**src/rtl/core/mpeg_audio_header_decoder_assert.svh**
```systemverilog
// ----------------------------------------------------------------------------
// MPEG audio header decoder assertion macros
// Concurrent checks clocked on clk, disabled while arst_n is low.
// ----------------------------------------------------------------------------
`ifndef MPEG_AUDIO_HEADER_DECODER_ASSERT_SVH
`define MPEG_AUDIO_HEADER_DECODER_ASSERT_SVH

// same-cycle implication
`define MAHD_ASSERT_NOW(lbl, ante, cons, msg) \
	lbl: assert property (@(posedge clk) disable iff (!arst_n) (ante) |-> (cons)) \
		else $error(msg);

// next-cycle implication
`define MAHD_ASSERT_NEXT(lbl, ante, cons, msg) \
	lbl: assert property (@(posedge clk) disable iff (!arst_n) (ante) |=> (cons)) \
		else $error(msg);

`endif

```
**src/rtl/core/mahd_pkg.sv**
```systemverilog
// ----------------------------------------------------------------------------
// mahd_pkg
// Types, codes and fixed tables shared by the MPEG audio header decoder.
// ----------------------------------------------------------------------------
package mahd_pkg;

	localparam logic [11:0] SYNC_WORD = 12'hfff;

	localparam logic [2:0] ST_OK          = 3'd0;
	localparam logic [2:0] ST_NO_SYNC     = 3'd1;
	localparam logic [2:0] ST_RES_LAYER   = 3'd2;
	localparam logic [2:0] ST_RES_RATE    = 3'd3;
	localparam logic [2:0] ST_BAD_BITRATE = 3'd4;

	// header layer bits
	localparam logic [1:0] LB_RESERVED = 2'd0;
	localparam logic [1:0] LB_LAYER3   = 2'd1;
	localparam logic [1:0] LB_LAYER1   = 2'd3;

	localparam logic [1:0] SR_44100    = 2'd0;
	localparam logic [1:0] SR_48000    = 2'd1;
	localparam logic [1:0] SR_32000    = 2'd2;
	localparam logic [1:0] SR_RESERVED = 2'd3;

	localparam logic [1:0] MODE_JOINT  = 2'd1;
	localparam logic [1:0] MODE_MONO   = 2'd3;

	localparam logic [3:0] BRI_BAD     = 4'd15;

	// 44.1 kHz: frame length = floor(k * kbps / 441), k = 120 (layer I) or 1440
	localparam logic [10:0] MULT_L1    = 11'd120;
	localparam logic [10:0] MULT_L23   = 11'd1440;
	localparam logic [19:0] DIV_441    = 20'd441;
	localparam logic [11:0] RECIP_441  = 12'd2377;   // floor(2^20 / 441)

	localparam logic [5:0] SUBBANDS    = 6'd32;

	localparam logic [8:0] BITRATE_KBPS [48] = '{
		9'd0, 9'd32, 9'd64, 9'd96, 9'd128, 9'd160, 9'd192, 9'd224,
		9'd256, 9'd288, 9'd320, 9'd352, 9'd384, 9'd416, 9'd448, 9'd0,
		9'd0, 9'd32, 9'd48, 9'd56, 9'd64, 9'd80, 9'd96, 9'd112,
		9'd128, 9'd160, 9'd192, 9'd224, 9'd256, 9'd320, 9'd384, 9'd0,
		9'd0, 9'd32, 9'd40, 9'd48, 9'd56, 9'd64, 9'd80, 9'd96,
		9'd112, 9'd128, 9'd160, 9'd192, 9'd224, 9'd256, 9'd320, 9'd0
	};

	localparam logic [5:0] JBOUND_L12 [4] = '{6'd4, 6'd8, 6'd12, 6'd16};
	localparam logic [5:0] JBOUND_L3  [4] = '{6'd0, 6'd4, 6'd8, 6'd16};

	typedef struct packed {
		logic [7:0] data_byte;
		logic       frame_start;
	} item_t;

	typedef struct packed {
		logic [2:0]  status;
		logic        version;
		logic [2:0]  layer;
		logic [3:0]  bitrate_code;
		logic [1:0]  sample_rate_index;
		logic [1:0]  channel_mode;
		logic [1:0]  mode_extension;
		logic [4:0]  header_flags;
		logic [1:0]  emphasis;
		logic [10:0] frame_bytes;
		logic [1:0]  channels;
		logic [5:0]  joint_bound;
	} result_t;

	typedef struct packed {
		logic load_first;
		logic shift_in;
		logic load_header;
		logic mul_step;
		logic recip_step;
		logic finish;
	} cmd_t;

	function automatic logic [8:0] bitrate_kbps(input logic [1:0] layer_bits,
			input logic [3:0] index);
		logic [1:0] row;
		row = 2'(2'd3 - layer_bits);
		if (layer_bits == LB_RESERVED) begin
			return 9'd0;
		end
		return BITRATE_KBPS[{row, index}];
	endfunction

endpackage

```
**src/rtl/core/mahd_ctrl.sv**
```systemverilog
// ----------------------------------------------------------------------------
// mahd_ctrl
// Byte counting and sequencing of the frame length computation.
// ----------------------------------------------------------------------------
module mahd_ctrl (
	input  logic              clk,
	input  logic              arst_n,
	input  logic              item_valid,
	input  logic              frame_start,
	output logic              item_stall,
	input  logic              result_stall,
	output logic              result_valid,
	output mahd_pkg::cmd_t    cmd
);

	typedef enum logic [3:0] {
		COLLECT = 4'b0001,
		CALC1   = 4'b0010,
		CALC2   = 4'b0100,
		CALC3   = 4'b1000
	} state_t;

	state_t     state_q, state_d;
	logic [1:0] byte_count_q, byte_count_d;
	logic       out_valid_q;
	logic       accept;
	logic       slot_free;

	assign item_stall   = (state_q != COLLECT);
	assign accept       = item_valid && !item_stall;
	assign slot_free    = !out_valid_q || !result_stall;
	assign result_valid = out_valid_q;

	always_comb begin
		state_d      = state_q;
		byte_count_d = byte_count_q;
		cmd          = '0;
		unique case (state_q)
			COLLECT: begin
				if (accept) begin
					if (frame_start) begin
						cmd.load_first = 1'b1;
						byte_count_d   = 2'd1;
					end else if (byte_count_q == 2'd3) begin
						cmd.load_header = 1'b1;
						byte_count_d    = 2'd0;
						state_d         = CALC1;
					end else if (byte_count_q != 2'd0) begin
						cmd.shift_in = 1'b1;
						byte_count_d = byte_count_q + 2'd1;
					end
				end
			end
			CALC1: begin
				cmd.mul_step = 1'b1;
				state_d      = CALC2;
			end
			CALC2: begin
				cmd.recip_step = 1'b1;
				state_d        = CALC3;
			end
			CALC3: begin
				if (slot_free) begin
					cmd.finish = 1'b1;
					state_d    = COLLECT;
				end
			end
			default: begin
				state_d = COLLECT;
			end
		endcase
	end

	always_ff @(posedge clk or negedge arst_n) begin
		if (!arst_n) begin
			state_q      <= COLLECT;
			byte_count_q <= 2'd0;
			out_valid_q  <= 1'b0;
		end else begin
			state_q      <= state_d;
			byte_count_q <= byte_count_d;
			if (cmd.finish) begin
				out_valid_q <= 1'b1;
			end else if (!result_stall) begin
				out_valid_q <= 1'b0;
			end
		end
	end

endmodule

```
**src/rtl/core/mahd_dp.sv**
```systemverilog
// ----------------------------------------------------------------------------
// mahd_dp
// Header shift register, field split, frame length arithmetic, result register.
// ----------------------------------------------------------------------------
module mahd_dp (
	input  logic              clk,
	input  mahd_pkg::item_t   item,
	input  mahd_pkg::cmd_t    cmd,
	output mahd_pkg::result_t result
);

	logic [23:0]       shift_q;
	logic [31:0]       header_q;
	logic [8:0]        kbps_q;
	logic [19:0]       n_q;
	logic [10:0]       q0_q;
	mahd_pkg::result_t result_q;

	logic        sync_ok;
	logic        version;
	logic [1:0]  lbits;
	logic        prot;
	logic [3:0]  bri;
	logic [1:0]  sri;
	logic        pad;
	logic        priv;
	logic [1:0]  mode;
	logic [1:0]  mext;
	logic        copy;
	logic        orig;
	logic [1:0]  emph;
	logic        is_l1;

	logic [8:0]  kbps;
	logic [10:0] mult;
	logic [31:0] prod;
	logic [19:0] rem;
	logic [10:0] q44;
	logic [10:0] k3;
	logic [11:0] k9;
	logic [10:0] quot;
	logic [10:0] flen;
	logic [2:0]  status;
	logic [5:0]  jbound;
	mahd_pkg::result_t res_d;

	assign sync_ok = (header_q[31:20] == mahd_pkg::SYNC_WORD);
	assign version = header_q[19];
	assign lbits   = header_q[18:17];
	assign prot    = header_q[16];
	assign bri     = header_q[15:12];
	assign sri     = header_q[11:10];
	assign pad     = header_q[9];
	assign priv    = header_q[8];
	assign mode    = header_q[7:6];
	assign mext    = header_q[5:4];
	assign copy    = header_q[3];
	assign orig    = header_q[2];
	assign emph    = header_q[1:0];
	assign is_l1   = (lbits == mahd_pkg::LB_LAYER1);

	assign kbps = mahd_pkg::bitrate_kbps(lbits, bri);
	assign mult = is_l1 ? mahd_pkg::MULT_L1 : mahd_pkg::MULT_L23;
	assign prod = 32'(n_q) * 32'(mahd_pkg::RECIP_441);

	// reciprocal estimate is at most one low
	assign rem = n_q - 20'(q0_q) * mahd_pkg::DIV_441;
	assign q44 = q0_q + 11'(rem >= mahd_pkg::DIV_441);
	assign k3  = 11'(kbps_q) * 11'd3;
	assign k9  = 12'(kbps_q) * 12'd9;

	always_comb begin
		unique case (sri)
			mahd_pkg::SR_44100: quot = q44;
			mahd_pkg::SR_48000: quot = is_l1 ? 11'(kbps_q >> 2) : k3;
			mahd_pkg::SR_32000: quot = is_l1 ? (k3 >> 3) : 11'(k9 >> 1);
			default:            quot = 11'd0;
		endcase
	end

	always_comb begin
		priority if (!sync_ok) begin
			status = mahd_pkg::ST_NO_SYNC;
		end else if (lbits == mahd_pkg::LB_RESERVED) begin
			status = mahd_pkg::ST_RES_LAYER;
		end else if (sri == mahd_pkg::SR_RESERVED) begin
			status = mahd_pkg::ST_RES_RATE;
		end else if (bri == mahd_pkg::BRI_BAD) begin
			status = mahd_pkg::ST_BAD_BITRATE;
		end else begin
			status = mahd_pkg::ST_OK;
		end
	end

	always_comb begin
		if (status != mahd_pkg::ST_OK) begin
			flen = 11'd0;
		end else if (is_l1) begin
			flen = 11'({quot + 11'(pad), 2'b00});
		end else begin
			flen = quot + 11'(pad);
		end
	end

	always_comb begin
		if (mode == mahd_pkg::MODE_JOINT && lbits != mahd_pkg::LB_RESERVED) begin
			jbound = (lbits == mahd_pkg::LB_LAYER3) ? mahd_pkg::JBOUND_L3[mext]
				: mahd_pkg::JBOUND_L12[mext];
		end else begin
			jbound = mahd_pkg::SUBBANDS;
		end
	end

	always_comb begin
		res_d = '0;
		if (!sync_ok) begin
			res_d.status = mahd_pkg::ST_NO_SYNC;
		end else begin
			res_d.status            = status;
			res_d.version           = version;
			res_d.layer             = 3'd4 - 3'(lbits);
			res_d.bitrate_code      = bri;
			res_d.sample_rate_index = sri;
			res_d.channel_mode      = mode;
			res_d.mode_extension    = mext;
			res_d.header_flags      = {pad, orig, copy, priv, ~prot};
			res_d.emphasis          = emph;
			res_d.frame_bytes       = flen;
			res_d.channels          = (mode == mahd_pkg::MODE_MONO) ? 2'd1 : 2'd2;
			res_d.joint_bound       = jbound;
		end
	end

	always_ff @(posedge clk) begin
		if (cmd.load_first) begin
			shift_q <= {16'd0, item.data_byte};
		end else if (cmd.shift_in) begin
			shift_q <= {shift_q[15:0], item.data_byte};
		end
		if (cmd.load_header) begin
			header_q <= {shift_q, item.data_byte};
		end
		if (cmd.mul_step) begin
			kbps_q <= kbps;
			n_q    <= 20'(kbps) * 20'(mult);
		end
		if (cmd.recip_step) begin
			q0_q <= prod[30:20];
		end
		if (cmd.finish) begin
			result_q <= res_d;
		end
	end

	assign result = result_q;

endmodule

```
**src/rtl/core/mpeg_audio_header_decoder.sv**
```systemverilog
// ----------------------------------------------------------------------------
// mpeg_audio_header_decoder
// MPEG-1 audio frame header parser: sync check, field split, frame length.
// ----------------------------------------------------------------------------
// Feed the four header bytes most significant first, the first with
// frame_start set; frame_start restarts the count at any byte, and bytes
// without a header in progress are dropped. Each byte takes one beat. After
// the fourth byte the input stalls while the frame length is worked out in
// the shared arithmetic path (table multiply, reciprocal multiply by 1/441,
// one correction step); the correction step is held for as long as a
// previous result still waits in the output register.
module mpeg_audio_header_decoder (
	input  logic              clk,
	input  logic              arst_n,
	input  logic              item_valid,
	output logic              item_stall,
	input  mahd_pkg::item_t   item,
	output logic              result_valid,
	input  logic              result_stall,
	output mahd_pkg::result_t result
);

	mahd_pkg::cmd_t cmd;

	mahd_ctrl u_ctrl (
		.clk          (clk),
		.arst_n       (arst_n),
		.item_valid   (item_valid),
		.frame_start  (item.frame_start),
		.item_stall   (item_stall),
		.result_stall (result_stall),
		.result_valid (result_valid),
		.cmd          (cmd)
	);

	mahd_dp u_dp (
		.clk    (clk),
		.item   (item),
		.cmd    (cmd),
		.result (result)
	);

`include "mpeg_audio_header_decoder_assert.svh"

	`MAHD_ASSERT_NEXT(a_stall_after_header, cmd.load_header, item_stall, "input open during calc")
	`MAHD_ASSERT_NOW(a_no_overwrite, cmd.finish, !result_valid || !result_stall, "result overwritten")
	`MAHD_ASSERT_NEXT(a_finish_valid, cmd.finish, result_valid, "finished result not shown")

endmodule

```
**config.mk**
```make
export PLATFORM = sky130hd
export DESIGN_NAME = mpeg_audio_header_decoder
export DESIGN_NICKNAME = d
export VERILOG_FILES = /design/src/rtl/core/mahd_pkg.sv /design/src/rtl/core/mahd_ctrl.sv /design/src/rtl/core/mahd_dp.sv /design/src/rtl/core/mpeg_audio_header_decoder.sv
export VERILOG_INCLUDE_DIRS = /design/src /design/src/rtl/core
export SDC_FILE = /design/constraint.sdc
export NUM_CORES = 1
export LEC_CHECK = 0
export BUFFER_PORTS_ARGS = -buffer_cell sky130_fd_sc_hd__buf_4
export CAP_MARGIN = 40
export CORE_MARGIN = 2
export CORE_UTILIZATION = 44
export DETAILED_ROUTE_END_ITERATION = 10
export PLACE_DENSITY = 0.61
export SYNTH_ARGS = -nofsm -noshare
export SYNTH_HDL_FRONTEND = slang
export SYNTH_HIERARCHICAL = 1
export SYNTH_SLANG_ARGS = --single-unit
```
**constraint.sdc**
```tcl
create_clock -name clk -period 8.4 [get_ports clk]
set_input_delay 1.26 -clock clk [delete_from_list [all_inputs] [get_ports clk]]
set_output_delay 1.26 -clock clk [all_outputs]
set_load 0.02 [all_outputs]
```
==> results of run 1 <==
==> worst max-delay path, stage by stage (launching register included) <==
cell       delay (ps)
edfxtp_1          540
inv_1             200
fa_1              580
fa_1              440
fa_1              520
fa_1              540
inv_1              50
fa_1              490
inv_1              40
ha_1              350
and3_1            180
o311ai_1          150
a31o_2            250
a2111oi_0         540
nor4_1            130
a31oi_1           180
nand4_1           190
ha_1              290
and4_4            210
xnor2_1           120
o21ai_0           140
o21ai_0           210
o211ai_4          310
nor2_1             80
xor2_1            160
a2111oi_2         360
==> cell usage in the layout, fill, tap and decap left out, types with 5 or more instances in the layout <==
cell type	instances
a211oi_1	6
a21o_1	7
a21oi_1	53
a22oi_1	6
a31oi_1	10
and2_1	16
and3_1	6
buf_4	62
clkbuf_16	17
dfrtp_1	6
dfxtp_1	16
edfxtp_1	112
fa_1	88
ha_1	213
inv_1	237
inv_8	8
mux2i_1	23
nand2_1	48
nand2b_1	12
nand3_1	19
nand4_1	8
nor2_1	67
nor2b_1	7
nor3_1	11
nor4_1	14
o211ai_1	5
o21a_1	6
o21ai_0	27
o21bai_1	7
o31ai_1	6
or2_2	7
xnor2_1	35
xor2_1	13
==> metrics by stage <==
| step | cells | hold slack (ps) | cell area, µm² |
|---|---|---|---|
| after floorplan | 1206 | 408 | 12600 |
| after global placement | 1619 | 411 | 13400 |
| after detailed placement | 1620 | 419 | 13400 |
| after CTS | 1652 | 436 | 14100 |
| after global routing | 1652 | 443 | 14100 |
| final | 1652 | 434 | 14100 |
==> registers in the layout (all words and copies together) (netlist names) <==
signal,flops
u_ctrl/byte_count_q,2
u_ctrl/result_valid,1
u_ctrl/state_q,4
u_dp/header_q,32
u_dp/kbps_q,6
u_dp/n_q,14
u_dp/q0_q,11
u_dp/result,41
u_dp/shift_q,24
==> cell type report <==
class | count | share of cell area
flip-flops and latches | 135 | 0.274
clock buffers | 17 | 0.0303
inverters | 238 | 0.0635
well taps | 378 | 0.0336
clock inverters | 15 | 0.0143
repair buffers | 62 | 0.0331
multi-input cells | 807 | 0.551
==> logic make-up after synthesis <==
family	after synthesis
multiplexers	23
XOR/XNOR	48
buffers and inverters	264
AO/OA/AOI/OAI	181
flip-flops	135
AND/OR/NAND/NOR	252
other	1
adder cells (fa/ha/maj)	301
==> worst paths after layout <==
| check | startpoint | to | slack, ps | cells past startpoint |
|---|---|---|---|---|
| setup / recovery | u_dp/q0_q[4] | u_dp/result[18] | 970 | 25 |
| hold / removal | u_dp/shift_q[23] | u_dp/header_q[31] | 430 | 0 |
| setup reg to reg | u_dp/q0_q[4] | u_dp/result[18] | 970 | 25 |
| hold reg to reg | u_dp/shift_q[23] | u_dp/header_q[31] | 430 | 0 |
| max in group asynchronous | arst_n | u_ctrl/state_q[0] | 7560 | 1 |
| min in group asynchronous | arst_n | u_ctrl/result_valid | 630 | 1 |
==> power by group through the flow <==
| stage | logic, µW | registers, µW | clock network (µW) |
|---|---|---|---|
| 6_report | 269 | 822 | 769 |
| 5_1_grt | 309 | 829 | 813 |
| 4_1_cts | 274 | 823 | 784 |
| 3_5_place_dp | 270 | 837 | 0 |
| 3_3_place_gp | 268 | 835 | 0 |
| 2_1_floorplan | 218 | 821 | 0 |
==> per-layer routing <==
metal,routed length (µm),vias up,global-route usage
met5,0,-,0
met4,718,0,0.0629
met3,751,41,0.0286
met2,12400,144,0.301
met1,11900,4103,0.233
li1,-,4212,-
==> flow_summary_export.csv, run 1 <==
group,metric,value,unit
outcome,outcome,"finished clean",
yosys,syn_inst,1205,
global_route,grt_max_degree,42,
placement,dp_slack,973,ps
yosys,ys_types,89,
sta,worst_slew_pin_slew,705,ps
global_route,grt_pass1_vias,8619,
worst_setup_path,required,8630,ps
placement,gp_congestion,0.917,
global_route,grt_pass1_wl,43000,µm
route,ant_nets,0,
yosys,synth_compound_area_frac,0.102,
sta,finalSetupViolations,0,
run,maxCapViolCount,0,
floorplan,rows,61,
route,routed_wl,25800,µm
yosys,synth_seq_cells,135,
yosys,synth_flop_cell,"edfxtp_1",
yosys,yosysSeqAreaShare,0.307,
floorplan,die_area,29900,µm²
worst_setup_path,critPathKind,"flop to flop",
pwr,swShare,0.283,
clock_network,cts.repair_timing.setup_buffer_count,0,
placement,dp.final_hpwl,20600,µm
pwr,clkPwrFrac,0.413,
yosys,avgSynthCellArea,10.4,µm²
yosys,synth_xor_area_frac,0.0334,
cells_and_area,fin_nets,1575,
worst_setup_path,cp-end-kind,"flop",
clock_network,clkLatencyLatePin,420,ps
cells_and_area,area_delta_synth_final,11.8,%
sta,tns,0,ps
cells_and_area,final_layout_size_suffix_gt1_frac,0.108,
yosys,synth_area,12600,µm²
route,vias,8500,
yosys,synthAdderAreaFrac,0.352,
yosys,synth_top_family_by_area,"adder cells",
cells_and_area,multi_input_area,7740,µm²
route,wl_per_cell,15.6,µm
floorplan,die_x,173,µm
pwr,cellPowerDensity,132,nW/µm²
route,drt_drc_violations_left,0,
pwr,p_leak,0.00660,µW
pwr,p_switching,526,µW
floorplan,ios,58,
clock_network,cts_hold_buf,0,
sta,hold_viol_final,0,
sta,finalClockSkew,10.4,ps
route,first_iter_violations,529,
cells_and_area,regArea,3860,µm²
cells_and_area,utilization,0.503,
clock_network,cts_tree,"yes",
sta,fin_ws,970,ps
floorplan,core_area,27900,µm²
yosys,netlist_top_cells_area,"edfxtp_1 (27%), ha_1 (21%), fa_1 (14%)",
pwr,power.internal,1330,µW
route,firstDrtPassIters,5,
clock_network,h-tree-depth,4,
clock_network,clk_path_buf_depth,2,
yosys,async_reset_ff_frac,0.0519,
pwr,p_seq_frac,0.442,
worst_setup_path,crit_path_max_fanout,8,
hold_path,holdCritPathClass,"flop to flop",
yosys,synth.top_cell.area_share,0.267,
yosys,ys.warnings.count,6,
placement,place.port_buffers,55,
sta,finalCritPeriodShare,0.885,
global_route,overflow,0,
floorplan,die_y,173,µm
yosys,synth_edf_count,112,
clock_network,cts-root-buf,"clkbuf_16",
clock_network,clk_pin_slew_worst_paths,70,ps
route,vias_per_cell,5.15,
pwr,comb_power_share,0.145,
global_route,track_usage,0.179,
sta,finalCriticalPeriod,7430,ps
pwr,finalPower,1860,µW
yosys,yosys.area.top_type,"edfxtp_1",
pwr,vdd_drop_max,184,µV
sta,max_freq,0.135,GHz
clock_network,cts_buffers,17,
sta,timing.slew.headroom,0.530,
cells_and_area,fillers,2571,
worst_setup_path,arrival,7660,ps
cells_and_area,n_antenna_cell,0,
sta,rsz0062_at_grt,"false",
worst_setup_path,cp-start-kind,"flop",
clock_network,clock_sinks,135,
clock_network,ctsResizeCount,0,
sta,finalMaxSlewViolations,0,
yosys,synthTopCellsByCount,"inv_1 (237), ha_1 (213), edfxtp_1 (112)",
yosys,synthMuxAreaShare,0.0183,
floorplan,initial_utilization,0.450,
yosys,synth_most_common_cell,"inv_1",
global_route,antenna_found_initial,0,
yosys,synth-simple-area-share,0.106,
(Power assumes the default switching activity.)
==> run 2: changes to the inputs <==
--- a/config.mk
+++ b/config.mk
@@ -11,7 +11,6 @@
 export CORE_MARGIN = 2
 export CORE_UTILIZATION = 44
 export DETAILED_ROUTE_END_ITERATION = 10
-export PLACE_DENSITY = 0.61
 export SYNTH_ARGS = -nofsm -noshare
 export SYNTH_HDL_FRONTEND = slang
 export SYNTH_HIERARCHICAL = 1
==> run 2 against run 1 <==
Against the previous run: total power shrank 1.3%; cell area is essentially flat; largest cell class unchanged; clock skew up 5.3 ps; critical endpoint is now u_dp/result[14]; first-iteration DRC count decreased by 13%; via count rose by 0.80%; clock-buffer cell count is the same.
==> flow_summary_export.csv, run 2 (same netlist as run 1, synthesis figures left out) <==
group,metric,value,unit
outcome,outcome,"finished clean",
run,maxCapViolCount,0,
worst_setup_path,worst_r2r_endpoint,"u_dp/result[14]",
cells_and_area,utilization,0.503,
sta,finalClockSkew,15.7,ps
worst_setup_path,crit_path_start,"u_dp/q0_q[4]",
placement,dp.final_hpwl,20800,µm
cells_and_area,largest_reg_flops,41,
worst_setup_path,required,8560,ps
floorplan,core_area,27900,µm²
global_route,grt_pass1_wl,43700,µm
pwr,cellPowerDensity,131,nW/µm²
clock_network,clkLatencyLatePin,420,ps
sta,rsz0062_at_grt,"false",
worst_setup_path,worstRegToRegCells,26,
sta,fin_hold_ws,432,ps
route,routed_wl,26000,µm
sta,finalSetupViolations,0,
clock_network,cts_buffers,17,
route,first_iter_violations,462,
sta,timing.slew.headroom,0.511,
clock_network,clk_pin_slew_worst_paths,70,ps
floorplan,die_x,173,µm
global_route,overflow,0,
floorplan,initial_utilization,0.450,
clock_network,h-tree-depth,4,
cells_and_area,final_cell_mix,"inv_1 (237), ha_1 (213), edfxtp_1 (112), fa_1 (88), nor2_1 (67)",
placement,gp_congestion,0.925,
sta,max_freq,0.135,GHz
worst_setup_path,crit_end,"u_dp/result[14]",
cells_and_area,final_layout_size_suffix_gt1_frac,0.108,
clock_network,cts-root-buf,"clkbuf_16",
floorplan,die_y,173,µm
route,firstDrtPassIters,5,
global_route,grt_pass1_vias,8766,
sta,finalMaxSlewViolations,0,
cells_and_area,area_delta_synth_final,11.8,%
sta,finalCriticalPeriod,7420,ps
pwr,p_leak,0.00660,µW
hold_path,hold_start,"u_dp/shift_q[20]",
worst_setup_path,cp-end-kind,"flop",
floorplan,die_area,29900,µm²
clock_network,cts_tree,"yes",
sta,hold_viol_final,0,
worst_setup_path,crit_path_max_fanout,8,
cells_and_area,fin_nets,1575,
floorplan,rows,61,
worst_setup_path,critPathKind,"flop to flop",
worst_setup_path,cp-start-kind,"flop",
clock_network,cts_hold_buf,0,
cells_and_area,n_antenna_cell,0,
hold_path,holdCritPathClass,"flop to flop",
global_route,grt_max_degree,42,
sta,finalCritPeriodShare,0.883,
clock_network,clock_sinks,135,
clock_network,clk_path_buf_depth,2,
global_route,track_usage,0.181,
worst_setup_path,worst-r2r-setup-slack,980,ps
route,ant_nets,0,
worst_setup_path,worstReg2RegStart,"u_dp/q0_q[4]",
floorplan,ios,58,
clock_network,cts.repair_timing.setup_buffer_count,0,
route,wl_per_cell,15.7,µm
cells_and_area,final_common_cell,"inv_1",
global_route,antenna_found_initial,0,
route,vias,8568,
worst_setup_path,arrival,7570,ps
placement,place.port_buffers,55,
route,drt_drc_violations_left,0,
clock_network,ctsResizeCount,0,
pwr,vdd_drop_max,151,µV
sta,tns,0,ps
route,vias_per_cell,5.19,
sta,worst_slew_pin_slew,732,ps
## run 2: changes by cell type in the layout (fill, tap and decap cells not counted)
cell,previous run,this run
clkinv_4,1,2
bufinv_16,1,0
inv_6,0,2
clkinv_8,4,8
inv_8,8,3
clkinvlp_4,1,0
## run 2: worst min-delay path by stage
| stage | to | cells past startpoint |
|---|---|---|
| 5_1_grt | u_dp/header_q[30] | 0 |
| 3_3_place_gp | u_dp/header_q[28] | 0 |
| 2_1_floorplan | u_dp/header_q[24] | 0 |
| 3_5_place_dp | u_dp/header_q[30] | 0 |
| 4_1_cts | u_dp/header_q[30] | 0 |
| 6_report | u_dp/header_q[28] | 0 |
## run 2: where the power goes
part	switching, µW	internal [µW]	total [µW]
registers	37.2	786	823
logic	155	116	271
clock network	337	405	743
## run 2: worst max-delay path: stages, from the launching register on
cell and delay [ps]:
edfxtp_1 550, inv_1 190, fa_1 600, fa_1 460
fa_1 520, fa_1 540, inv_1 50, fa_1 490
inv_1 40, ha_1 360, and3_1 180, o311ai_1 150
a31o_2 260, a2111oi_0 510, nor4_1 110, a31oi_1 170
nand4_1 190, ha_1 340, nand2b_1 50, a21oi_1 150
ha_1 230, ha_1 220, nand3_2 170, nand2b_1 210
xnor2_1 180, o21ai_0 100, nor2b_1 140
## run 2: per-stage QoR
stage	total power (µW)	cells	worst slack (ps)	area (µm²)
6_report	1840	1652	984	14100
5_1_grt	1930	1652	382	14100
3_5_place_dp	1110	1620	954	13400
3_3_place_gp	1100	1619	1130	13400
2_1_floorplan	1040	1206	1630	12600
4_1_cts	1860	1652	932	14100
## run 2: area by class of cell
cell class,count,area [µm²]
clock inverters,15,199
clock buffers,17,425
multi-input cells,807,7740
fillers,2600,13900
repair buffers,62,465
inverters,238,893
flip-flops and latches,135,3860
well taps,378,473
## run 2: routing by layer
metal,up-vias,track usage,share of wire
met5,-,0,0
met4,0,0.0590,0.024
met3,43,0.0231,0.028
met2,166,0.307,0.49
met1,4143,0.240,0.46
li1,4216,-,-
